## src/rtl/ils_pkg.sv

```systemverilog
// shared types and constants of the interrupt latency statistics block
package ils_pkg;

  // item kinds
  localparam logic KIND_EVENT  = 1'b0;
  localparam logic KIND_REPORT = 1'b1;

  // field widths
  localparam int LINE_W = 4;
  localparam int LAT_W  = 32;
  localparam int CNT_W  = 32;
  localparam int SUM_W  = 64;
  localparam int TOT_W  = 36;
  localparam int MEAN_W = 40;
  localparam int FRAC_W = 8;

  // one table entry per interrupt line
  typedef struct packed {
    logic [CNT_W-1:0] count;
    logic [SUM_W-1:0] sum;
    logic [LAT_W-1:0] worst;
  } entry_t;

  localparam int ENTRY_W = $bits(entry_t);

  // controller to datapath commands
  typedef struct packed {
    logic ev_accept;
    logic ev_write;
    logic rep_start;
    logic walk_read;
    logic load;
    logic overall;
    logic emit;
    logic next_line;
    logic clear;
  } dp_cmd_t;

  // datapath to controller status
  typedef struct packed {
    logic last_line;
    logic div_done;
    logic out_free;
  } dp_status_t;

endpackage

```

## src/rtl/ils_ram.sv

```systemverilog
// generic single-port-write ram with registered read
module ils_ram #(
  parameter int WIDTH = 8,
  parameter int DEPTH = 16
) (
  input  logic                     clk_i,
  input  logic                     we_i,
  input  logic [$clog2(DEPTH)-1:0] waddr_i,
  input  logic [WIDTH-1:0]         wdata_i,
  input  logic                     re_i,
  input  logic [$clog2(DEPTH)-1:0] raddr_i,
  output logic [WIDTH-1:0]         rdata_o
);

  logic [WIDTH-1:0] mem_q [DEPTH];
  logic [WIDTH-1:0] rdata_q;

  // write port and registered read port
  always_ff @(posedge clk_i) begin
    if (we_i) begin
      mem_q[waddr_i] <= wdata_i;
    end
    if (re_i) begin
      rdata_q <= mem_q[raddr_i];
    end
  end

  assign rdata_o = rdata_q;

endmodule

```

## src/rtl/ils_div.sv

```systemverilog
// iterative divider for the 32.8 fixed point mean, one quotient bit per cycle
module ils_div (
  input  logic                       clk_i,
  input  logic                       rst_ni,
  input  logic                       start_i,
  input  logic [ils_pkg::SUM_W-1:0]  sum_i,
  input  logic [ils_pkg::TOT_W-1:0]  cnt_i,
  output logic                       done_o,
  output logic [ils_pkg::MEAN_W-1:0] quot_o
);

  localparam int STEPS  = ils_pkg::MEAN_W;
  localparam int STEP_W = $clog2(STEPS + 1);
  localparam int HALF_W = ils_pkg::SUM_W / 2;

  logic                       busy_q;
  logic                       done_q;
  logic [STEP_W-1:0]          step_q;
  logic [ils_pkg::TOT_W-1:0]  cnt_q;
  logic [ils_pkg::TOT_W-1:0]  rem_q;
  logic [ils_pkg::TOT_W-1:0]  rem_d;
  logic [ils_pkg::MEAN_W-1:0] dvd_q;
  logic [ils_pkg::MEAN_W-1:0] quo_q;
  logic [ils_pkg::TOT_W:0]    trial;
  logic [ils_pkg::TOT_W:0]    diff;
  logic                       fits;
  logic                       ovf;
  logic                       zero_cnt;

  // quotient would not fit 40 bits when the upper sum half reaches the count
  assign ovf      = {{(ils_pkg::TOT_W-HALF_W){1'b0}}, sum_i[ils_pkg::SUM_W-1:HALF_W]} >= cnt_i;
  assign zero_cnt = (cnt_i == '0);

  // restoring step
  assign trial = {rem_q, dvd_q[ils_pkg::MEAN_W-1]};
  assign diff  = trial - {1'b0, cnt_q};
  assign fits  = trial >= {1'b0, cnt_q};
  assign rem_d = fits ? diff[ils_pkg::TOT_W-1:0] : trial[ils_pkg::TOT_W-1:0];

  // step control
  always_ff @(posedge clk_i or negedge rst_ni) begin
    if (!rst_ni) begin
      busy_q <= 1'b0;
      done_q <= 1'b0;
      step_q <= '0;
    end else begin
      done_q <= 1'b0;
      if (start_i) begin
        if (zero_cnt || ovf) begin
          busy_q <= 1'b0;
          done_q <= 1'b1;
        end else begin
          busy_q <= 1'b1;
          step_q <= STEP_W'(STEPS);
        end
      end else if (busy_q) begin
        step_q <= step_q - STEP_W'(1);
        if (step_q == STEP_W'(1)) begin
          busy_q <= 1'b0;
          done_q <= 1'b1;
        end
      end
    end
  end

  // remainder, dividend bits and quotient
  always_ff @(posedge clk_i) begin
    if (start_i) begin
      cnt_q <= cnt_i;
      rem_q <= {{(ils_pkg::TOT_W-HALF_W){1'b0}}, sum_i[ils_pkg::SUM_W-1:HALF_W]};
      dvd_q <= {sum_i[HALF_W-1:0], {ils_pkg::FRAC_W{1'b0}}};
      quo_q <= (!zero_cnt && ovf) ? '1 : '0;
    end else if (busy_q) begin
      rem_q <= rem_d;
      dvd_q <= {dvd_q[ils_pkg::MEAN_W-2:0], 1'b0};
      quo_q <= {quo_q[ils_pkg::MEAN_W-2:0], fits};
    end
  end

  assign done_o = done_q;
  assign quot_o = quo_q;

endmodule

```

## src/rtl/ils_datapath.sv

```systemverilog
// datapath: line table, entry update, totals, divider and output register
module ils_datapath #(
  parameter int NUM_LINES = 16
) (
  input  logic                        clk_i,
  input  logic                        rst_ni,
  input  ils_pkg::dp_cmd_t            cmd_i,
  output ils_pkg::dp_status_t         status_o,
  input  logic [ils_pkg::LINE_W-1:0]  irq_line_i,
  input  logic [ils_pkg::LAT_W-1:0]   latency_i,
  input  logic                        out_stall_i,
  output logic                        out_valid_o,
  output logic                        is_overall_o,
  output logic [ils_pkg::LINE_W-1:0]  line_index_o,
  output logic [ils_pkg::TOT_W-1:0]   event_total_o,
  output logic [ils_pkg::MEAN_W-1:0]  mean_latency_o,
  output logic [ils_pkg::LAT_W-1:0]   max_latency_o,
  output logic                        last_o
);

  localparam int AW = $clog2(NUM_LINES);

  logic [AW-1:0]                ev_addr_q;
  logic                         ev_ok_q;
  logic [ils_pkg::LAT_W-1:0]    lat_q;
  logic [AW-1:0]                idx_q;
  logic [AW-1:0]                raddr;
  logic                         ram_re;
  logic                         ram_we;
  logic [NUM_LINES-1:0]         vld_q;
  logic                         rd_vld_q;
  logic [ils_pkg::ENTRY_W-1:0]  rdata;
  ils_pkg::entry_t              rd_ent;
  ils_pkg::entry_t              old_ent;
  ils_pkg::entry_t              new_ent;
  logic [ils_pkg::SUM_W:0]      ev_sum;
  logic [ils_pkg::TOT_W-1:0]    tot_cnt_q;
  logic [ils_pkg::SUM_W-1:0]    tot_sum_q;
  logic [ils_pkg::LAT_W-1:0]    tot_worst_q;
  logic [ils_pkg::SUM_W:0]      acc_sum;
  logic [ils_pkg::TOT_W-1:0]    op_cnt;
  logic [ils_pkg::SUM_W-1:0]    op_sum;
  logic [ils_pkg::LAT_W-1:0]    op_worst;
  logic [ils_pkg::TOT_W-1:0]    hold_cnt_q;
  logic [ils_pkg::LAT_W-1:0]    hold_worst_q;
  logic                         div_done;
  logic [ils_pkg::MEAN_W-1:0]   div_quot;
  logic                         out_valid_q;
  logic                         is_overall_q;
  logic [ils_pkg::LINE_W-1:0]   line_index_q;
  logic [ils_pkg::TOT_W-1:0]    event_total_q;
  logic [ils_pkg::MEAN_W-1:0]   mean_latency_q;
  logic [ils_pkg::LAT_W-1:0]    max_latency_q;
  logic                         last_q;

  // table port selection
  assign raddr  = cmd_i.walk_read ? idx_q : AW'(irq_line_i);
  assign ram_re = cmd_i.ev_accept | cmd_i.walk_read;
  assign ram_we = cmd_i.ev_write & ev_ok_q;

  ils_ram #(
    .WIDTH (ils_pkg::ENTRY_W),
    .DEPTH (NUM_LINES)
  ) u_table (
    .clk_i   (clk_i),
    .we_i    (ram_we),
    .waddr_i (ev_addr_q),
    .wdata_i (new_ent),
    .re_i    (ram_re),
    .raddr_i (raddr),
    .rdata_o (rdata)
  );

  // entries never written since the last clear read as zero
  assign rd_ent  = ils_pkg::entry_t'(rdata);
  assign old_ent = rd_vld_q ? rd_ent : '0;

  // event update with saturating count and sum
  assign ev_sum = {1'b0, old_ent.sum} + {{(ils_pkg::SUM_W-ils_pkg::LAT_W+1){1'b0}}, lat_q};
  always_comb begin
    new_ent.count = (old_ent.count == '1) ? old_ent.count
                                          : old_ent.count + ils_pkg::CNT_W'(1);
    new_ent.sum   = ev_sum[ils_pkg::SUM_W] ? '1 : ev_sum[ils_pkg::SUM_W-1:0];
    new_ent.worst = (lat_q > old_ent.worst) ? lat_q : old_ent.worst;
  end

  // operands of one report result
  always_comb begin
    if (cmd_i.overall) begin
      op_cnt   = tot_cnt_q;
      op_sum   = tot_sum_q;
      op_worst = tot_worst_q;
    end else begin
      op_cnt   = {{(ils_pkg::TOT_W-ils_pkg::CNT_W){1'b0}}, old_ent.count};
      op_sum   = old_ent.sum;
      op_worst = old_ent.worst;
    end
  end

  assign acc_sum = {1'b0, tot_sum_q} + {1'b0, old_ent.sum};

  ils_div u_div (
    .clk_i   (clk_i),
    .rst_ni  (rst_ni),
    .start_i (cmd_i.load),
    .sum_i   (op_sum),
    .cnt_i   (op_cnt),
    .done_o  (div_done),
    .quot_o  (div_quot)
  );

  // control state: valid bits, walk index, output valid
  always_ff @(posedge clk_i or negedge rst_ni) begin
    if (!rst_ni) begin
      vld_q       <= '0;
      rd_vld_q    <= 1'b0;
      idx_q       <= '0;
      out_valid_q <= 1'b0;
    end else begin
      if (ram_re) begin
        rd_vld_q <= vld_q[raddr];
      end
      if (cmd_i.clear) begin
        vld_q <= '0;
      end else if (ram_we) begin
        vld_q[ev_addr_q] <= 1'b1;
      end
      if (cmd_i.rep_start) begin
        idx_q <= '0;
      end else if (cmd_i.next_line) begin
        idx_q <= idx_q + AW'(1);
      end
      if (cmd_i.emit) begin
        out_valid_q <= 1'b1;
      end else if (out_valid_q && !out_stall_i) begin
        out_valid_q <= 1'b0;
      end
    end
  end

  // payload: captured event, totals, operands and result item
  always_ff @(posedge clk_i) begin
    if (cmd_i.ev_accept) begin
      ev_addr_q <= AW'(irq_line_i);
      ev_ok_q   <= (32'(irq_line_i) < 32'(NUM_LINES));
      lat_q     <= latency_i;
    end
    if (cmd_i.rep_start) begin
      tot_cnt_q   <= '0;
      tot_sum_q   <= '0;
      tot_worst_q <= '0;
    end else if (cmd_i.load && !cmd_i.overall) begin
      tot_cnt_q   <= tot_cnt_q + op_cnt;
      tot_sum_q   <= acc_sum[ils_pkg::SUM_W] ? '1 : acc_sum[ils_pkg::SUM_W-1:0];
      tot_worst_q <= (old_ent.worst > tot_worst_q) ? old_ent.worst : tot_worst_q;
    end
    if (cmd_i.load) begin
      hold_cnt_q   <= op_cnt;
      hold_worst_q <= op_worst;
    end
    if (cmd_i.emit) begin
      is_overall_q   <= cmd_i.overall;
      line_index_q   <= cmd_i.overall ? '0 : ils_pkg::LINE_W'(idx_q);
      event_total_q  <= hold_cnt_q;
      mean_latency_q <= div_quot;
      max_latency_q  <= hold_worst_q;
      last_q         <= cmd_i.overall;
    end
  end

  // status back to the controller
  assign status_o.last_line = (idx_q == AW'(NUM_LINES - 1));
  assign status_o.div_done  = div_done;
  assign status_o.out_free  = !out_valid_q || !out_stall_i;

  assign out_valid_o    = out_valid_q;
  assign is_overall_o   = is_overall_q;
  assign line_index_o   = line_index_q;
  assign event_total_o  = event_total_q;
  assign mean_latency_o = mean_latency_q;
  assign max_latency_o  = max_latency_q;
  assign last_o         = last_q;

endmodule

```

## src/rtl/ils_ctrl.sv

```systemverilog
// controller: sequences event updates and report walks
module ils_ctrl (
  input  logic                clk_i,
  input  logic                rst_ni,
  input  logic                in_valid_i,
  input  logic                kind_i,
  output logic                in_stall_o,
  input  ils_pkg::dp_status_t status_i,
  output ils_pkg::dp_cmd_t    cmd_o
);

  typedef enum logic [2:0] {
    S_IDLE,
    S_UPDATE,
    S_READ,
    S_LOAD,
    S_DIVIDE,
    S_EMIT
  } state_e;

  state_e state_q;
  state_e state_d;
  logic   ovr_q;
  logic   ovr_d;

  // next state and commands
  always_comb begin
    state_d       = state_q;
    ovr_d         = ovr_q;
    cmd_o         = '0;
    cmd_o.overall = ovr_q;
    case (state_q)
      S_IDLE: begin
        if (in_valid_i) begin
          if (kind_i == ils_pkg::KIND_EVENT) begin
            cmd_o.ev_accept = 1'b1;
            state_d         = S_UPDATE;
          end else begin
            cmd_o.rep_start = 1'b1;
            ovr_d           = 1'b0;
            state_d         = S_READ;
          end
        end
      end
      S_UPDATE: begin
        cmd_o.ev_write = 1'b1;
        state_d        = S_IDLE;
      end
      S_READ: begin
        cmd_o.walk_read = 1'b1;
        state_d         = S_LOAD;
      end
      S_LOAD: begin
        cmd_o.load = 1'b1;
        state_d    = S_DIVIDE;
      end
      S_DIVIDE: begin
        if (status_i.div_done) begin
          state_d = S_EMIT;
        end
      end
      S_EMIT: begin
        if (status_i.out_free) begin
          cmd_o.emit = 1'b1;
          if (ovr_q) begin
            cmd_o.clear = 1'b1;
            ovr_d       = 1'b0;
            state_d     = S_IDLE;
          end else if (status_i.last_line) begin
            ovr_d   = 1'b1;
            state_d = S_LOAD;
          end else begin
            cmd_o.next_line = 1'b1;
            state_d         = S_READ;
          end
        end
      end
      default: begin
        state_d = S_IDLE;
      end
    endcase
  end

  // state register
  always_ff @(posedge clk_i or negedge rst_ni) begin
    if (!rst_ni) begin
      state_q <= S_IDLE;
      ovr_q   <= 1'b0;
    end else begin
      state_q <= state_d;
      ovr_q   <= ovr_d;
    end
  end

  assign in_stall_o = (state_q != S_IDLE);

endmodule

```

## src/rtl/irq_latency_statistics.sv

```systemverilog
// top level of the interrupt latency statistics block
// An event item reads its line's table entry from the table RAM and then writes back the
// updated count, sum and worst latency. A report item produces NUM_LINES per-line results
// and then the overall result flagged last; each per-line result takes a table read, a load
// of the bit-serial mean divider, a wait on the divider and an emit once the output register
// is free, and the overall result skips the table read. Tables clear at the end of a report
// through per-line valid bits, so no clearing pass runs after reset. New items are taken
// while the last result waits in the output register.
module irq_latency_statistics #(
  parameter int NUM_LINES = 16
) (
  input  logic                        clk_i,
  input  logic                        rst_ni,
  input  logic                        in_valid_i,
  output logic                        in_stall_o,
  input  logic                        kind_i,
  input  logic [ils_pkg::LINE_W-1:0]  irq_line_i,
  input  logic [ils_pkg::LAT_W-1:0]   latency_i,
  output logic                        out_valid_o,
  input  logic                        out_stall_i,
  output logic                        is_overall_o,
  output logic [ils_pkg::LINE_W-1:0]  line_index_o,
  output logic [ils_pkg::TOT_W-1:0]   event_total_o,
  output logic [ils_pkg::MEAN_W-1:0]  mean_latency_o,
  output logic [ils_pkg::LAT_W-1:0]   max_latency_o,
  output logic                        last_o
);

  ils_pkg::dp_cmd_t    cmd;
  ils_pkg::dp_status_t status;

  // sequencing
  ils_ctrl u_ctrl (
    .clk_i      (clk_i),
    .rst_ni     (rst_ni),
    .in_valid_i (in_valid_i),
    .kind_i     (kind_i),
    .in_stall_o (in_stall_o),
    .status_i   (status),
    .cmd_o      (cmd)
  );

  // tables and arithmetic
  ils_datapath #(
    .NUM_LINES (NUM_LINES)
  ) u_datapath (
    .clk_i          (clk_i),
    .rst_ni         (rst_ni),
    .cmd_i          (cmd),
    .status_o       (status),
    .irq_line_i     (irq_line_i),
    .latency_i      (latency_i),
    .out_stall_i    (out_stall_i),
    .out_valid_o    (out_valid_o),
    .is_overall_o   (is_overall_o),
    .line_index_o   (line_index_o),
    .event_total_o  (event_total_o),
    .mean_latency_o (mean_latency_o),
    .max_latency_o  (max_latency_o),
    .last_o         (last_o)
  );

  // the last flag marks exactly the overall result
  a_last_is_overall: assert property (@(posedge clk_i) disable iff (!rst_ni)
    out_valid_o |-> (last_o == is_overall_o))
    else $error("last flag and overall flag disagree");

  // overall result reports line index zero
  a_overall_index: assert property (@(posedge clk_i) disable iff (!rst_ni)
    (out_valid_o && is_overall_o) |-> (line_index_o == '0))
    else $error("overall result with nonzero line index");

  // empty count gives zero mean
  a_empty_mean: assert property (@(posedge clk_i) disable iff (!rst_ni)
    (out_valid_o && (event_total_o == '0)) |-> (mean_latency_o == '0))
    else $error("nonzero mean for empty count");

  // an accepted item keeps the input stalled in the following cycle
  a_one_at_a_time: assert property (@(posedge clk_i) disable iff (!rst_ni)
    (in_valid_i && !in_stall_o) |=> in_stall_o)
    else $error("input accepted on consecutive cycles");

endmodule
```

## config.mk

```make
export PLATFORM = sky130hd
export DESIGN_NAME = irq_latency_statistics
export DESIGN_NICKNAME = d
export VERILOG_FILES = /design/src/rtl/ils_pkg.sv /design/src/rtl/ils_ram.sv /design/src/rtl/ils_div.sv /design/src/rtl/ils_datapath.sv /design/src/rtl/ils_ctrl.sv /design/src/rtl/irq_latency_statistics.sv
export SDC_FILE = /design/constraint.sdc
export NUM_CORES = 2
export LEC_CHECK = 0
export BUFFER_PORTS_ARGS = -buffer_cell sky130_fd_sc_hd__buf_2
export CAP_MARGIN = 40
export CORE_MARGIN = 3
export CORE_UTILIZATION = 45
export CTS_BUF_LIST = sky130_fd_sc_hd__clkbuf_4 sky130_fd_sc_hd__clkbuf_8
export DETAILED_ROUTE_END_ITERATION = 8
export PLACE_DENSITY = 0.69
export SYNTH_ARGS = -nofsm -noshare
export SYNTH_HDL_FRONTEND = slang
export SYNTH_SLANG_ARGS = --single-unit
export TNS_END_PERCENT = 50
```

## constraint.sdc

```tcl
create_clock -name clk_i -period 10.6 [get_ports clk_i]
set_clock_uncertainty 0.15 [all_clocks]
set_input_delay 0.53 -clock clk_i [delete_from_list [all_inputs] [get_ports clk_i]]
set_output_delay 0.53 -clock clk_i [all_outputs]
set_load 0.02 [all_outputs]
```

== Yosys cells after proc, flatten, opt, wreduce, memory -nomap -nowiden ==
Memories as Yosys holds them, arrays and structs flattened. A register that Yosys moved wholly into a read port is not among the register bits.
Index checks and enable logic that the tools add are counted.
Word-level totals
  output and inout port bits: 116
  bits in read-only memories: 0
  latch bits: 0
  memory bits (writable): 2048
  memories: 1
  flip-flop bits (word level): 491
Operators by class
  $mul: 0
  muxes and demuxes: 67
  bitwise logic cells: 2
  equal/unequal tests: 13
  div/mod/pow operators: 0
  $add $sub $neg: 7
  reduce and logical (&&, ||, !) cells: 22
  order comparisons: 7
  shift operators: 0
Memory list
  u_datapath.u_table.mem_q: depth 16, bits a word 128, read ports 1, clocked after memory_dff 1, wr ports 1, RTL line ils_ram.sv:15  | logic [WIDTH-1:0] mem_q [DEPTH];
Operator list (number)
  $mux W40: 5
  $mux W64: 3
  $mux W32: 5
  $mux W128: 1
  $mux W36: 2
  $add A64 B32 Y65: 1
  $add A64 B64 Y65: 1
  $gt A32 B32 Y1: 2
  $ge A37 B36 Y1: 1
  $add A36 B36 Y36: 1
  $ge A32 B36 Y1: 1
  $logic_not A36 Y1: 1
  $sub A36 B36 Y36: 1
  $add A32 B1 Y32 const B: 1
  $eq A32 B32 Y1 const B: 1
  $mux W1: 32
  $mux W16: 2
  $mux W3: 6
  $mux W6: 3
  $or A16 B16 Y16: 1
  $pmux W3 S5: 1
  $mux W4: 3
  $lt A4 B5 Y1 const B: 2
  $reduce_bool A2 Y1: 5
  23 further kinds: 36

== Longest topological paths before layout ==
  depth after elaboration: 7
  mapped depth: 22
  depth with buffers taken out: 15

== Cells and area by module ==
A second synthesis with hierarchy kept.
Unflattened totals
  cells, all modules: 7835
  area total of the unflattened synthesis: 118884.0 um2
By module, submodules not included
  ils_ram: cells an instance 3365, instances 1, area each 80612.3 um2
  ils_datapath: cells an instance 3505, instances 1, area each 28566.1 um2
  ils_div: cells an instance 923, instances 1, area each 9328.9 um2
  ils_ctrl: cells an instance 42, instances 1, area each 376.6 um2

== Worst setup path before layout ==
OpenSTA, ideal clock, no wires.
  path type: register to register
  from: register u_ctrl.state_q[1]
  to: memory u_datapath.u_table.mem_q[2][0] (netlist bit), enable pin
  library setup time: 774 ps
  period minus slack after synthesis: 10687 ps
  buffers on the path: 1
  arrival time: 9763 ps
  data required time: 9676 ps
  slack: -87 ps
  cell stages (with the launch flop): 6
  cell sequence: dfrtp_1 > clkbuf_1 > nand2b_1 > nor3b_1 > nand2b_1 > nor3_1
Between the ends
  longest elaborated chain between the ends: 4
RTL lines
  start: declaration: RTL line ils_ctrl.sv:21  | state_e state_q;
  start signal: assignment: RTL line ils_ctrl.sv:90  | state_q <= state_d;
  $eq A3 B1 Y1: RTL line ils_ctrl.sv:32  | case (state_q)
  $mux W1: RTL line ils_ctrl.sv:32
  $mux W1: RTL line ils_ram.sv:20  | if (we_i) begin
  $mux W1 (implied by the code): RTL line ils_ram.sv:21  | mem_q[waddr_i] <= wdata_i;
  end: declaration: RTL line ils_ram.sv:15
Every way passes these cells.

==> results.json <==
{
  "outcome": "completed",
  "netlist_instances": 7403,
  "multi_input_area_sq_um": 33980,
  "ios": 157,
  "drive_gt1_share_pct": 19.35,
  "hpwl_microns": 176200,
  "cts_tree": "yes",
  "die_h_microns": 510.9,
  "dp.cells": 10690,
  "p_leak_nw": 44.63,
  "antenna_found_initial": 7,
  "synth.area.top_cells": "edfxtp_1, mux4_2, ha_1",
  "rows": 184,
  "setup_viol": 0,
  "cp-start-kind": "flip-flop",
  "die_area_sq_um": 261100,
  "grt_pass1_vias": 67980,
  "cts_setup_buffers": 0,
  "overflow": 0,
  "ys_types": 88,
  "period_share_pct": 69.31,
  "critPathMaxFanout": 65,
  "place_ws_ns": 3.474,
  "netlist.area_leader.share_pct": 65.35,
  "avgSynthCellArea_sq_um": 15.50,
  "syn-num-nets": 7711,
  "wl_microns": 305500,
  "cp_slowest_cell": "a21oi_1",
  "via_count": 69630,
  "clk_pin_slew_worst_paths_ns": 0.06,
  "routabilityCongestion": 0.9671,
  "yosys_warnings": 0,
  "grt_pass1_wl_microns": 451800,
  "cts_root_buf": "clkbuf_8",
  "hold_viol": 0,
  "worstMarginPinSlew_ns": 1.059,
  "coreArea_sq_um": 252600,
  "clkLatencyLatePin_ns": 1.14,
  "dr.pass1.iters": 6,
  "io_buffers": 156,
  "crit_type": "reg2reg",
  "final_net_count": 8152,
  "clock_sinks": 2667,
  "htree_num_levels": 5,
  "initial_core_util_pct": 45.43,
  "synth_edf_count": 2497,
  "syn_area_sq_um": 114700,
  "crit_path_cell_trace": "buf_4 > and2_1 > ha_1 > fa_1 > a21o_1 > a21oi_1 > nor2b_1 > o2111a_1 > a31oi_1 > o21ai_0 > a31oi_1 > buf_4 > nor2_1 > nand3_2 > buf_4 > a21oi_1",
  "cap_violations": 0,
  "slew-limit-headroom_pct": 28.68,
  "layout_min_cycle_time_ns": 7.346,
  "ys.flop_type": "edfxtp_1",
  "async_flop_share_pct": 1.275,
  "drv_slew": 0,
  "post-route-util_pct": 51.16,
  "min_path_type": "in2reg",
  "layoutNonFillerInstCount": 11520,
  "cp.arrival_ns": 7.92,
  "synth_commonest_cells": "edfxtp_1, nand2_1, mux4_2",
  "seq_area_frac_synth_pct": 68.47,
  "cp_common_cell": "buf_4",
  "grt_max_degree": 148,
  "synth.ff_latch_count": 2667,
  "clockBufferDepth": 4,
  "synthToLayoutAreaGrowth_pct": 12.61,
  "ir_worst_vdd_v": 0.0002151,
  "setup_slack_ns": 3.254,
  "worstPathRequired_ns": 11.17,
  "timing.fmax_ghz": 0.1361,
  "cts-buffers-inserted": 417,
  "drc_errors": 0,
  "vias_per_cell": 6.046,
  "synth_most_common_cell": "edfxtp_1",
  "synth_largest_area_cell": "edfxtp_1",
  "die_w_microns": 510.9,
  "wl_per_cell_microns": 26.53,
  "max_stage_delay_ns": 0.81,
  "num-fill-cells": 20340,
  "grt_usage_pct": 22.95,
  "hold_slack_ns": 0.1000,
  "drt.antenna.violating_nets": 0,
  "end_kind": "flip-flop",
  "rsz0062_at_grt": "no",
  "register_area_sq_um": 78560,
  "power_density_nw_per_um2": 273.0,
  "drt_iter0_markers": 8830
}
==> cell families after synthesis <==
kind of cell	synth area share (%)
compound gates	7.980
xor+xnor	1.405
fa+ha+maj	2.938
buf+inv	2.173
flops	68.47
mux	10.33
simple gates	6.702
==> flip-flops by register name (all words and copies together) (netlist names), 3 cells and up <==
register                    cells
u_datapath.tot_sum_q           64
u_datapath.max_latency_o       32
u_datapath.hold_worst_q        32
u_datapath.vld_q               16
u_datapath.event_total_o       36
u_datapath.mean_latency_o      40
u_datapath.u_div.quot_o        40
u_datapath.u_div.dvd_q         32
u_datapath.line_index_o         4
u_datapath.u_div.cnt_q         36
u_datapath.u_div.rem_q         36
u_datapath.idx_q                4
u_datapath.u_div.step_q         6
u_datapath.u_table.rdata_o    128
u_datapath.lat_q               32
u_datapath.u_table.mem_q     2048
u_datapath.ev_addr_q            4
u_datapath.tot_cnt_q           36
u_ctrl.state_q                  3
u_datapath.tot_worst_q         32
==> path summary, 6_finish.rpt <==
check	slack, ns	from	to	cells past startpoint
hold reg to reg	0.25	u_datapath.hold_worst_q[24]	u_datapath.max_latency_o[24]	0
hold / removal	0.10	latency_i[5]	u_datapath.lat_q[5]	2
setup / recovery	3.25	u_datapath.rd_vld_q	u_datapath.u_table.mem_q[11][69]	16
min in group asynchronous	0.41	rst_ni	u_datapath.vld_q[4]	4
setup reg to reg	3.25	u_datapath.rd_vld_q	u_datapath.u_table.mem_q[11][69]	16
max in group asynchronous	9.64	rst_ni	u_ctrl.ovr_q	4
==> per-layer routing <==
metal / track usage, % / up-vias / share of wire [%]
met5: 0 / - / 0
met3: 4.468 / 471 / 9.8
met2: 34.90 / 3775 / 46
li1: - / 29890 / -
met4: 7.050 / 0 / 2.7
met1: 33.56 / 35500 / 42
==> per-stage QoR <==
stage	power [mW]	TNS [ns]	instance area, sq um
after detailed placement	26.79	0	120400
after CTS	35.24	0	129100
after floorplan	23.11	-4.791	114700
after global routing	37.04	0	129200
after global placement	26.36	0	119500
final	35.27	0	129200
==> what timing repair did <==
item / 4_1_cts / 5_1_grt
hold endpoints to repair: 136 / 0
gates resized for setup: 0 / 0
hold buffers: 74 / 0
==> area by class of cell <==
class | instances | area share (%)
clock inverter | 203 | 1.049
multi-input combinational | 4109 | 26.30
clock buffer | 532 | 5.139
sequential | 2667 | 60.81
tap | 3348 | 3.242
timing repair buffer | 411 | 2.753
inverter | 238 | 0.6953
antenna | 9 | 0.01743
==> cell usage in the layout, fill, tap and decap left out, drive strengths merged, types with 41 or more instances in the layout <==
cell,netlist,routed
mux2i,46,46
and3,53,53
dlygate4sd3,0,73
nand3,118,118
o21a,66,66
buf,120,338
dfxtp,136,136
xnor2,112,112
o21ai,346,346
a211oi,143,143
nand4,65,65
clkbuf,269,532
a21oi,306,306
mux4,486,486
edfxtp,2497,2497
and2,184,184
a31oi,193,193
o31ai,41,41
nor3,62,62
clkinv,0,173
inv,238,241
nor2,162,162
a21o,139,139
nand2,835,835
ha,263,263
xor2,72,72
==> power breakdown <==
part	internal [mW]	switching, mW
sequential	14.5	0.738
clock	4.48	3.96
combinational	4.15	7.49
total	23.1	12.2
==> worst max-delay path, delay by kind of cell (launching register included) <==
| family | cells | cell delay (ns) |
|---|---|---|
| AOI/OAI and AO/OA | 7 | 2.39 |
| adders and majority gates | 2 | 0.47 |
| and+or+nand+nor | 4 | 1.70 |
| buffers and inverters | 3 | 1.57 |
| DFF | 1 | 0.62 |
Note: power is estimated with default switching activity, not from simulation.
